--- src/wcv_pkg.sv ---
// shared types and constants for the weighted window class vote core
// no dependencies; used by the core and the testbench
package wcv_pkg;

  localparam int ANGLE_W  = 13;
  localparam int PIXELS_W = 20;
  localparam int WEIGHT_W = 4;
  localparam int CFG_IDX_W = 3;
  localparam int CFG_DATA_W = 20;

  localparam int WINDOW_DEF = 16;

  localparam logic [ANGLE_W-1:0]  ANGLE_MIN_RST = 13'd0;
  localparam logic [ANGLE_W-1:0]  ANGLE_MAX_RST = 13'd5760;
  localparam logic [PIXELS_W-1:0] THRESH_RST    = 20'd0;
  localparam logic [WEIGHT_W-1:0] UP_WEIGHT_RST = 4'd3;

  typedef enum logic [1:0] {
    CLS_UP      = 2'd0,
    CLS_OTHER   = 2'd1,
    CLS_CHANGED = 2'd2,
    CLS_IDLE    = 2'd3
  } cls_t;

  typedef enum logic [CFG_IDX_W-1:0] {
    CFG_ANGLE_MIN   = 3'd0,
    CFG_ANGLE_MAX   = 3'd1,
    CFG_THRESHOLD   = 3'd2,
    CFG_UP_WEIGHT   = 3'd3
  } cfg_idx_t;

endpackage

--- src/weighted_window_class_vote_core.sv ---
// throughput 1 item per cycle while the result output is not stalled
// classification and window count update happen as the item is accepted,
// the weighted tally compare then runs on the stage 1 item into the result register
// the window is a shift line of WINDOW entries, so the entry leaving is always the last tap
// reset (rst_n low, synchronous) empties the window, clears counts and restores
// register defaults; cfg_ready is always high
module weighted_window_class_vote_core #(
  parameter int WINDOW = wcv_pkg::WINDOW_DEF
) (
  input  logic                           clk,
  input  logic                           rst_n,
  input  logic                           in_valid,
  output logic                           in_ready,
  input  logic [wcv_pkg::ANGLE_W-1:0]    in_motion_angle,
  input  logic                           in_angle_valid,
  input  logic [wcv_pkg::PIXELS_W-1:0]   in_changed_pixels,
  output logic                           out_valid,
  input  logic                           out_ready,
  output logic [1:0]                     out_frame_class,
  output logic [1:0]                     out_window_winner,
  input  logic                           cfg_valid,
  output logic                           cfg_ready,
  input  logic [wcv_pkg::CFG_IDX_W-1:0]  cfg_index,
  input  logic [wcv_pkg::CFG_DATA_W-1:0] cfg_wdata
);

  localparam int CNT_W   = $clog2(WINDOW + 1);
  localparam int SCORE_W = CNT_W + wcv_pkg::WEIGHT_W;
  localparam int LAST    = WINDOW - 1;

  logic [wcv_pkg::ANGLE_W-1:0]  angle_min_r;
  logic [wcv_pkg::ANGLE_W-1:0]  angle_max_r;
  logic [wcv_pkg::PIXELS_W-1:0] thresh_r;
  logic [wcv_pkg::WEIGHT_W-1:0] up_weight_r;

  logic          ring_vld_r [WINDOW];
  wcv_pkg::cls_t ring_cls_r [WINDOW];
  logic [CNT_W-1:0] cnt_r   [4];
  logic [CNT_W-1:0] cnt_nxt [4];

  logic          s1_vld_r;
  wcv_pkg::cls_t s1_cls_r;
  logic          out_vld_r;
  logic [1:0]    out_cls_r;
  logic [1:0]    out_win_r;

  logic          out_free;
  logic          in_fire;
  wcv_pkg::cls_t cls;
  logic [1:0]    winner;
  logic [SCORE_W-1:0] score [4];

  assign cfg_ready = 1'b1;
  assign out_free  = !out_vld_r || out_ready;
  assign in_ready  = !s1_vld_r || out_free;
  assign in_fire   = in_valid && in_ready;

  assign out_valid         = out_vld_r;
  assign out_frame_class   = out_cls_r;
  assign out_window_winner = out_win_r;

  // frame classification
  always_comb begin
    if (in_angle_valid) begin
      if (in_motion_angle >= angle_min_r && in_motion_angle <= angle_max_r) begin
        cls = wcv_pkg::CLS_UP;
      end else begin
        cls = wcv_pkg::CLS_OTHER;
      end
    end else if (in_changed_pixels > thresh_r) begin
      cls = wcv_pkg::CLS_CHANGED;
    end else begin
      cls = wcv_pkg::CLS_IDLE;
    end
  end

  // counts: add the new class, drop the entry leaving the window
  always_comb begin
    for (int c = 0; c < 4; c++) begin
      cnt_nxt[c] = cnt_r[c]
                 + CNT_W'(cls == wcv_pkg::cls_t'(c))
                 - CNT_W'(ring_vld_r[LAST] && ring_cls_r[LAST] == wcv_pkg::cls_t'(c));
    end
  end

  // weighted tally, up weighted, ties to lowest index
  always_comb begin
    score[0] = SCORE_W'(cnt_r[0]) * SCORE_W'(up_weight_r);
    for (int c = 1; c < 4; c++) begin
      score[c] = SCORE_W'(cnt_r[c]);
    end
  end

  always_comb begin
    logic [SCORE_W-1:0] best;
    best   = score[0];
    winner = wcv_pkg::CLS_UP;
    for (int c = 1; c < 4; c++) begin
      if (score[c] > best) begin
        best   = score[c];
        winner = 2'(c);
      end
    end
  end

  always_ff @(posedge clk) begin
    if (!rst_n) begin
      angle_min_r <= wcv_pkg::ANGLE_MIN_RST;
      angle_max_r <= wcv_pkg::ANGLE_MAX_RST;
      thresh_r    <= wcv_pkg::THRESH_RST;
      up_weight_r <= wcv_pkg::UP_WEIGHT_RST;
    end else if (cfg_valid) begin
      unique case (cfg_index)
        wcv_pkg::CFG_ANGLE_MIN: angle_min_r <= cfg_wdata[wcv_pkg::ANGLE_W-1:0];
        wcv_pkg::CFG_ANGLE_MAX: angle_max_r <= cfg_wdata[wcv_pkg::ANGLE_W-1:0];
        wcv_pkg::CFG_THRESHOLD: thresh_r    <= cfg_wdata[wcv_pkg::PIXELS_W-1:0];
        wcv_pkg::CFG_UP_WEIGHT: up_weight_r <= cfg_wdata[wcv_pkg::WEIGHT_W-1:0];
        default: ;
      endcase
    end
  end

  // window shift line
  always_ff @(posedge clk) begin
    if (!rst_n) begin
      for (int i = 0; i < WINDOW; i++) begin
        ring_vld_r[i] <= 1'b0;
      end
      for (int c = 0; c < 4; c++) begin
        cnt_r[c] <= '0;
      end
    end else if (in_fire) begin
      ring_vld_r[0] <= 1'b1;
      for (int i = 1; i < WINDOW; i++) begin
        ring_vld_r[i] <= ring_vld_r[i-1];
      end
      for (int c = 0; c < 4; c++) begin
        cnt_r[c] <= cnt_nxt[c];
      end
    end
  end

  always_ff @(posedge clk) begin
    if (in_fire) begin
      ring_cls_r[0] <= cls;
      for (int i = 1; i < WINDOW; i++) begin
        ring_cls_r[i] <= ring_cls_r[i-1];
      end
    end
  end

  // stage 1 holds the class, counts already match it
  always_ff @(posedge clk) begin
    if (!rst_n) begin
      s1_vld_r  <= 1'b0;
      out_vld_r <= 1'b0;
    end else begin
      if (in_ready) begin
        s1_vld_r <= in_valid;
      end
      if (out_free) begin
        out_vld_r <= s1_vld_r;
      end
    end
  end

  always_ff @(posedge clk) begin
    if (in_fire) begin
      s1_cls_r <= cls;
    end
    if (out_free && s1_vld_r) begin
      out_cls_r <= s1_cls_r;
      out_win_r <= winner;
    end
  end

endmodule

--- config.mk ---
export PLATFORM = sky130hd
export DESIGN_NAME = weighted_window_class_vote_core
export DESIGN_NICKNAME = d
export VERILOG_FILES = /design/src/wcv_pkg.sv /design/src/weighted_window_class_vote_core.sv
export SDC_FILE = /design/constraint.sdc
export NUM_CORES = 1
export LEC_CHECK = 0
export BUFFER_PORTS_ARGS = -buffer_cell sky130_fd_sc_hd__clkbuf_2
export CORE_MARGIN = 10
export CORE_UTILIZATION = 50
export DETAILED_ROUTE_END_ITERATION = 10
export HOLD_SLACK_MARGIN = 0.08
export PLACE_DENSITY = 0.79
export SETUP_SLACK_MARGIN = 0.05
export SYNTH_ARGS = -nofsm -noshare
export SYNTH_HDL_FRONTEND = slang
export SYNTH_SLANG_ARGS = --single-unit
--- constraint.sdc ---
create_clock -name clk -period 8.21 [get_ports clk]
set_input_delay 0.821 -clock clk [delete_from_list [all_inputs] [get_ports clk]]
set_output_delay 0.821 -clock clk [all_outputs]
set_load 0.01 [all_outputs]
==> results.toml, run 1 <==
[flow_run]
maxCapViolCount = 0

[global_routing]
grtUsageTotal = 0.155
grt_pass1_vias = 5434
grt_pass1_wl_um = 25400
gr-total-overflow = 0
antenna_found_initial = 0
grt_max_degree = 64

[pwr]
total_power_mw = 1.84
internal-power_mw = 1.31
switchingPower_uw = 522
share_comb_of_total_power = 0.219
max-vdd-ir-drop_uv = 130
p_clk_frac = 0.384
pwr-share-seq = 0.397
cellPowerDensity_nw_per_um2 = 220
leakagePower_nw = 3.59
switching_share = 0.284

[synth]
synth-edff-count = 70
synthArstFlopShare = 0
avgSynthCellArea_um2 = 10.0
synth_cells = 727
synth_cell_types = 55
synth_top_area_frac = 0.288
syn-cell-area_um2 = 7290
synth_nets = 893
ys_seq_area_frac = 0.437
yosys_warnings = 0
synthTopCellsByArea = "edfxtp_1 (29%), ha_1 (16%), dfxtp_1 (15%), nand2_1 (5.6%), inv_1 (4.7%)"
synth.most_common_cell = "nand2_1"
synth_flop_cell = "edfxtp_1"
synth-seq-cells = 124
yosys.area.top_type = "edfxtp_1"
synthTopCellsByCount = "nand2_1 (109), ha_1 (94), inv_1 (92), edfxtp_1 (70), dfxtp_1 (54)"

[clocking]
clkLatencyLatePin_ps = 420
clockBufferDepth = 2
cts.sinks = 124
cts_tree = "yes"
htreeDepth = 4
cts-root-buf = "clkbuf_16"
cts_buffers = 17
clk_pin_slew_ps = 60
post_cts_resized = 0
cts_hold_buf = 0
cts_setup_buffers = 0

[drt]
drtAntennaViolNets = 0
met3_length_um = 756
via_per_inst = 5.22
maxUsedRoutingLayer = "met4"
vias = 5179
wl_met1_um = 6730
routedWlPerCell_um = 14.8
routed_wirelength_um = 14700
route.detailed.drc = 0
wl_met2_um = 7030
dr.pass1.iters = 5
drt_iter0_markers = 218

[placement]
hpwlAfterDp_um = 11000
port_buffers = 67
placed_area_um2 = 7790
routabilityCongestion = 0.856
post-place-ws_ps = 1600

[worst_setup_path]
arrival_ps = 6790
cp-start-kind = "flop"
worstSetupPathType = "flop to flop"
r2r_start = "cnt_r[0][1]"
crit_path_end_kind = "flop"
critPathLaunch = "cnt_r[0][1]"
cp_max_fo = 7
required_ps = 8370

[floorplanning]
initial_core_util = 0.505
ios = 69
num_rows = 44
core_um2 = 14400
fp.dieArea_um2 = 19800
fp.dieH_um = 141
die-width_um = 141

[sta]
worstMarginPinSlew_ps = 1140
fin_crit_sh = 0.808
setup_tns_ps = 0
finalMaxSlewViolations = 0
setup_viol_count_final = 0
relSlewSlack = 0.236
clock_skew_ps = 7.01
finalCriticalPeriod_ps = 6630
setup_slack_ps = 1580
hold_violations = 0
rsz0062_at_grt = "no"
max_freq_ghz = 0.151

[layout]
n_antenna_cell = 0
finalNetCount = 961
drive_gt1_frac = 0.139
fillers = 1226
seq_area_um2 = 3180
design_area_um2 = 8350
multi_input_area_um2 = 3670
area_growth_pct = 14.6
final_core_util = 0.579

[min_path]
hold_class = "flop to flop"
holdCritStartpoint = "ring_cls_r[1][4]"

[outcome]
outcome = "completed"
critical path, cell delays in order (launching register included):
cell and delay [ps]:
edfxtp_1 500, and2_1 230, fa_1 540, inv_1 50, fa_1 530, inv_1 40, ha_1 330, xor2_1 210
inv_1 60, ha_1 290, nor2_1 50, a21oi_1 110, o31ai_1 90, and4bb_1 450, mux2i_1 270, ha_1 280
a211oi_1 210, o21ai_0 120, o211ai_1 140, nand3b_1 280, mux2_2 370, ha_1 300, nor2b_1 140, o21a_1 170
o21a_1 170, o21a_1 160, o22ai_1 180, a21oi_1 100
path summary, 6_finish.rpt:
check                          to  slack [ps]  depth (start not counted)
min reg2reg      ring_cls_r[1][6]         420                          0
max reg2reg  out_window_winner[0]        1580                         27
min              ring_cls_r[1][6]         420                          0
max          out_window_winner[0]        1580                         27
flip-flops by register name, indices dropped and copies added, names as in the netlist:
name,flops
ring_cls_r,31
cnt_r,20
thresh_r,20
ring_vld_r,16
angle_max_r,13
angle_min_r,13
up_weight_r,4
out_frame_class,2
out_window_winner,2
out_valid,1
s1_cls_r,1
s1_vld_r,1
placed cells by master (no fill, tap or decap), drive strengths merged, types with 9 or more instances in the layout:
cell type    n
a21boi      42
clkbuf      85
and2        36
nand2      109
ha          94
inv         99
a21o        21
fa          10
edfxtp      70
mux2i        9
nor2b       14
nor2        26
dfxtp       54
a21oi       31
xor2        12
logic make-up (layout without fill, tap and decap cells):
family          Yosys count  after routing  synth area share
flops                   124            124             0.437
compound gates          132            132             0.126
buf+inv                 114            195            0.0602
simple gates            220            220             0.145
mux                      15             15            0.0221
fa+ha+maj               104            104             0.189
other cells               1              1          0.000514
xor+xnor                 17             17            0.0204
metal layers:
metal	track usage	vias to the layer above
met5	0	-
met4	0.0538	0
met3	0.0453	16
met2	0.253	114
met1	0.191	2435
li1	-	2614
cell type report:
| cell class | count | share of cell area |
|---|---|---|
| well taps | 184 | 0.0276 |
| clock inverters | 14 | 0.0157 |
| multi-input cells | 489 | 0.440 |
| inverters | 93 | 0.0418 |
| flip-flops and latches | 124 | 0.381 |
| repair buffers | 70 | 0.0428 |
| clock buffers | 18 | 0.0514 |
power by group through the flow:
stage	Combinational [mW]	Clock, mW	Sequential, mW
floorplan	0.306	0	0.735
global placement	0.379	0	0.739
detailed placement	0.398	0	0.740
CTS	0.404	0.718	0.728
global route	0.463	0.747	0.733
finish	0.402	0.706	0.728
stage by stage:
stage                     hold slack, ps  instances
after floorplan                      400        727
after global placement               402        960
after detailed placement             405        960
after CTS                            419        992
after global routing                 424        992
final                                420        992
Note: power is estimated with default switching activity, not from simulation.
==> inputs of run 2 (changes only) <==
--- a/config.mk
+++ b/config.mk
@@ -5,6 +5,7 @@
 export SDC_FILE = /design/constraint.sdc
 export NUM_CORES = 1
 export LEC_CHECK = 0
+export ABC_AREA = 1
 export BUFFER_PORTS_ARGS = -buffer_cell sky130_fd_sc_hd__clkbuf_2
 export CORE_MARGIN = 10
 export CORE_UTILIZATION = 50
==> constraint.sdc (replaced) <==
create_clock -name clk -period 6.42 [get_ports clk]
set_input_delay 0.642 -clock clk [delete_from_list [all_inputs] [get_ports clk]]
set_output_delay 0.642 -clock clk [all_outputs]
set_load 0.01 [all_outputs]
==> run 2 against run 1 <==
Net effect: non-clock buffer count unchanged; fmax up 16%; critical path depth increased by 8; final cell count up 10%; combinational power rose by 35%; utilization up 0.25 points; critical path type unchanged; largest cell class unchanged.
==> results.toml, run 2 <==
[outcome]
outcome = "completed"

[layout]
final_cell_mix = "inv_1 (157), nand2_1 (122), ha_1 (94)"
finalNetCount = 1060
largest_register_ffs = 31
layout_commonest_cell = "inv_1"
top_register = "ring_cls_r"
n_antenna_cell = 0
reg_top3 = "ring_cls_r (31), cnt_r (20), thresh_r (20)"
area_growth_pct = 14.8
drive_gt1_frac = 0.141
design_area_um2 = 8390

[global_routing]
gr-total-overflow = 0
grt_pass1_wl_um = 25100
grt_pass1_vias = 5519
grt_max_degree = 61
grtUsageTotal = 0.152
antenna_found_initial = 0

[sta]
worstMarginPinSlew_ps = 970
setup_slack_ps = 688
clock_skew_ps = 7.05
setup_tns_ps = 0
hold_violations = 0
setup_viol_count_final = 0
finalCriticalPeriod_ps = 5730
relSlewSlack = 0.352
max_freq_ghz = 0.174
rsz0062_at_grt = "no"
fin_crit_sh = 0.893
finalMaxSlewViolations = 0

[placement]
port_buffers = 67
post-place-ws_ps = 667
hpwlAfterDp_um = 10700
placed_area_um2 = 7830
routabilityCongestion = 0.860

[floorplanning]
fp.dieH_um = 141
fp.dieArea_um2 = 19900
initial_core_util = 0.507
num_rows = 44
core_um2 = 14400
ios = 69
die-width_um = 141

[worst_setup_path]
cp_max_fo = 7
reg2reg_depth = 35
critical-path-top-delay-family = "adder cells"
arrival_ps = 6010
crit_top_cell = "nand2_1"
crit_slowest_cell = "fa_1"
worst_path_largest_cell_delay_ps = 530
worstSetupPathType = "flop to flop"
crit_buf_inv = 5
path_depth = 35
required_ps = 6690
cp-start-kind = "flop"
crit_path_end_kind = "flop"

[synth]
synth_cell_types = 39
ys_seq_area_frac = 0.435
yosys_warnings = 0
syn-cell-area_um2 = 7310
avgSynthCellArea_um2 = 8.90
synthTopCellsByCount = "inv_1 (157), nand2_1 (122), ha_1 (94), a21oi_1 (89), edfxtp_1 (70)"
yosys.area.top_type = "edfxtp_1"
synth-edff-count = 70
synthArstFlopShare = 0
synth_cells = 821
synth_top_area_frac = 0.288
synthTopCellsByArea = "edfxtp_1 (29%), ha_1 (16%), dfxtp_1 (15%), inv_1 (8.1%), nand2_1 (6.3%)"
synth_nets = 987
synth-seq-cells = 124
synth_flop_cell = "edfxtp_1"
synth.most_common_cell = "inv_1"

[drt]
routedWlPerCell_um = 13.2
dr.pass1.iters = 4
route.detailed.drc = 0
vias = 5489
routed_wirelength_um = 14400
via_per_inst = 5.03
drtAntennaViolNets = 0
drt_iter0_markers = 273

[clocking]
cts_buffers = 17
htreeDepth = 4
cts_hold_buf = 0
clk_pin_slew_ps = 60
cts_setup_buffers = 0
clockBufferDepth = 2
cts.sinks = 124
cts_tree = "yes"
cts-root-buf = "clkbuf_16"
post_cts_resized = 0
clkLatencyLatePin_ps = 420

[pwr]
internal-power_mw = 1.65
switching_share = 0.300
total_power_mw = 2.36
max-vdd-ir-drop_uv = 260
share_comb_of_total_power = 0.231
leakagePower_nw = 3.96
pwr-share-seq = 0.394
switchingPower_uw = 708
cellPowerDensity_nw_per_um2 = 281
p_clk_frac = 0.375

[min_path]
worstHoldPathCells = 0
hold_class = "flop to flop"

[flow_run]
maxCapViolCount = 0
-- run 2: power by group through the flow --
stage | logic, mW | registers [mW] | clock network (mW)
after floorplan | 0.418 | 0.942 | 0
after global routing | 0.645 | 0.938 | 0.934
after detailed placement | 0.541 | 0.947 | 0
final | 0.544 | 0.931 | 0.886
after global placement | 0.526 | 0.946 | 0
after CTS | 0.547 | 0.932 | 0.901
-- run 2: per-stage QoR --
stage | hold slack [ps] | util | instances
6_report | 416 | 0.582 | 1091
5_1_grt | 427 | 0.582 | 1091
4_1_cts | 418 | 0.582 | 1091
3_5_place_dp | 405 | 0.543 | 1059
3_3_place_gp | 403 | 0.543 | 1059
2_1_floorplan | 400 | - | 821
-- run 2: area by class of cell --
class / count / area [um^2]
Inverter: 165 / 624
Fill cell: 1257 / 6030
Clock inverter: 11 / 87.6
Tap cell: 184 / 230
Multi-Input combinational cell: 516 / 3430
Clock buffer: 21 / 472
Sequential cell: 124 / 3180
Timing Repair Buffer: 70 / 358
-- run 2: cell families (layout without fill, tap and decap cells) --
logic type / after synthesis / count (layout) / share of synthesized area
flip-flops: 124 / 124 / 0.435
other: 1 / 1 / 0.000513
AO/OA/AOI/OAI: 165 / 165 / 0.119
buffers and inverters: 181 / 267 / 0.0948
AND/OR/NAND/NOR: 240 / 240 / 0.155
XOR/XNOR: 6 / 6 / 0.00719
adder cells (fa/ha/maj): 104 / 104 / 0.188
-- run 2: layer usage --
| layer | global-route usage | share of wire |
|---|---|---|
| met5 | 0 | 0 |
| met4 | 0.0533 | 0.015 |
| met3 | 0.0440 | 0.039 |
| met2 | 0.256 | 0.49 |
| met1 | 0.181 | 0.46 |
-- run 2: path summary, 6_finish.rpt --
kind                    startpoint              endpoint  slack [ps]
setup / recovery       cnt_r[0][1]  out_window_winner[0]         690
hold / removal    ring_cls_r[1][2]      ring_cls_r[1][4]         420
setup reg to reg       cnt_r[0][1]  out_window_winner[0]         690
hold reg to reg   ring_cls_r[1][2]      ring_cls_r[1][4]         420
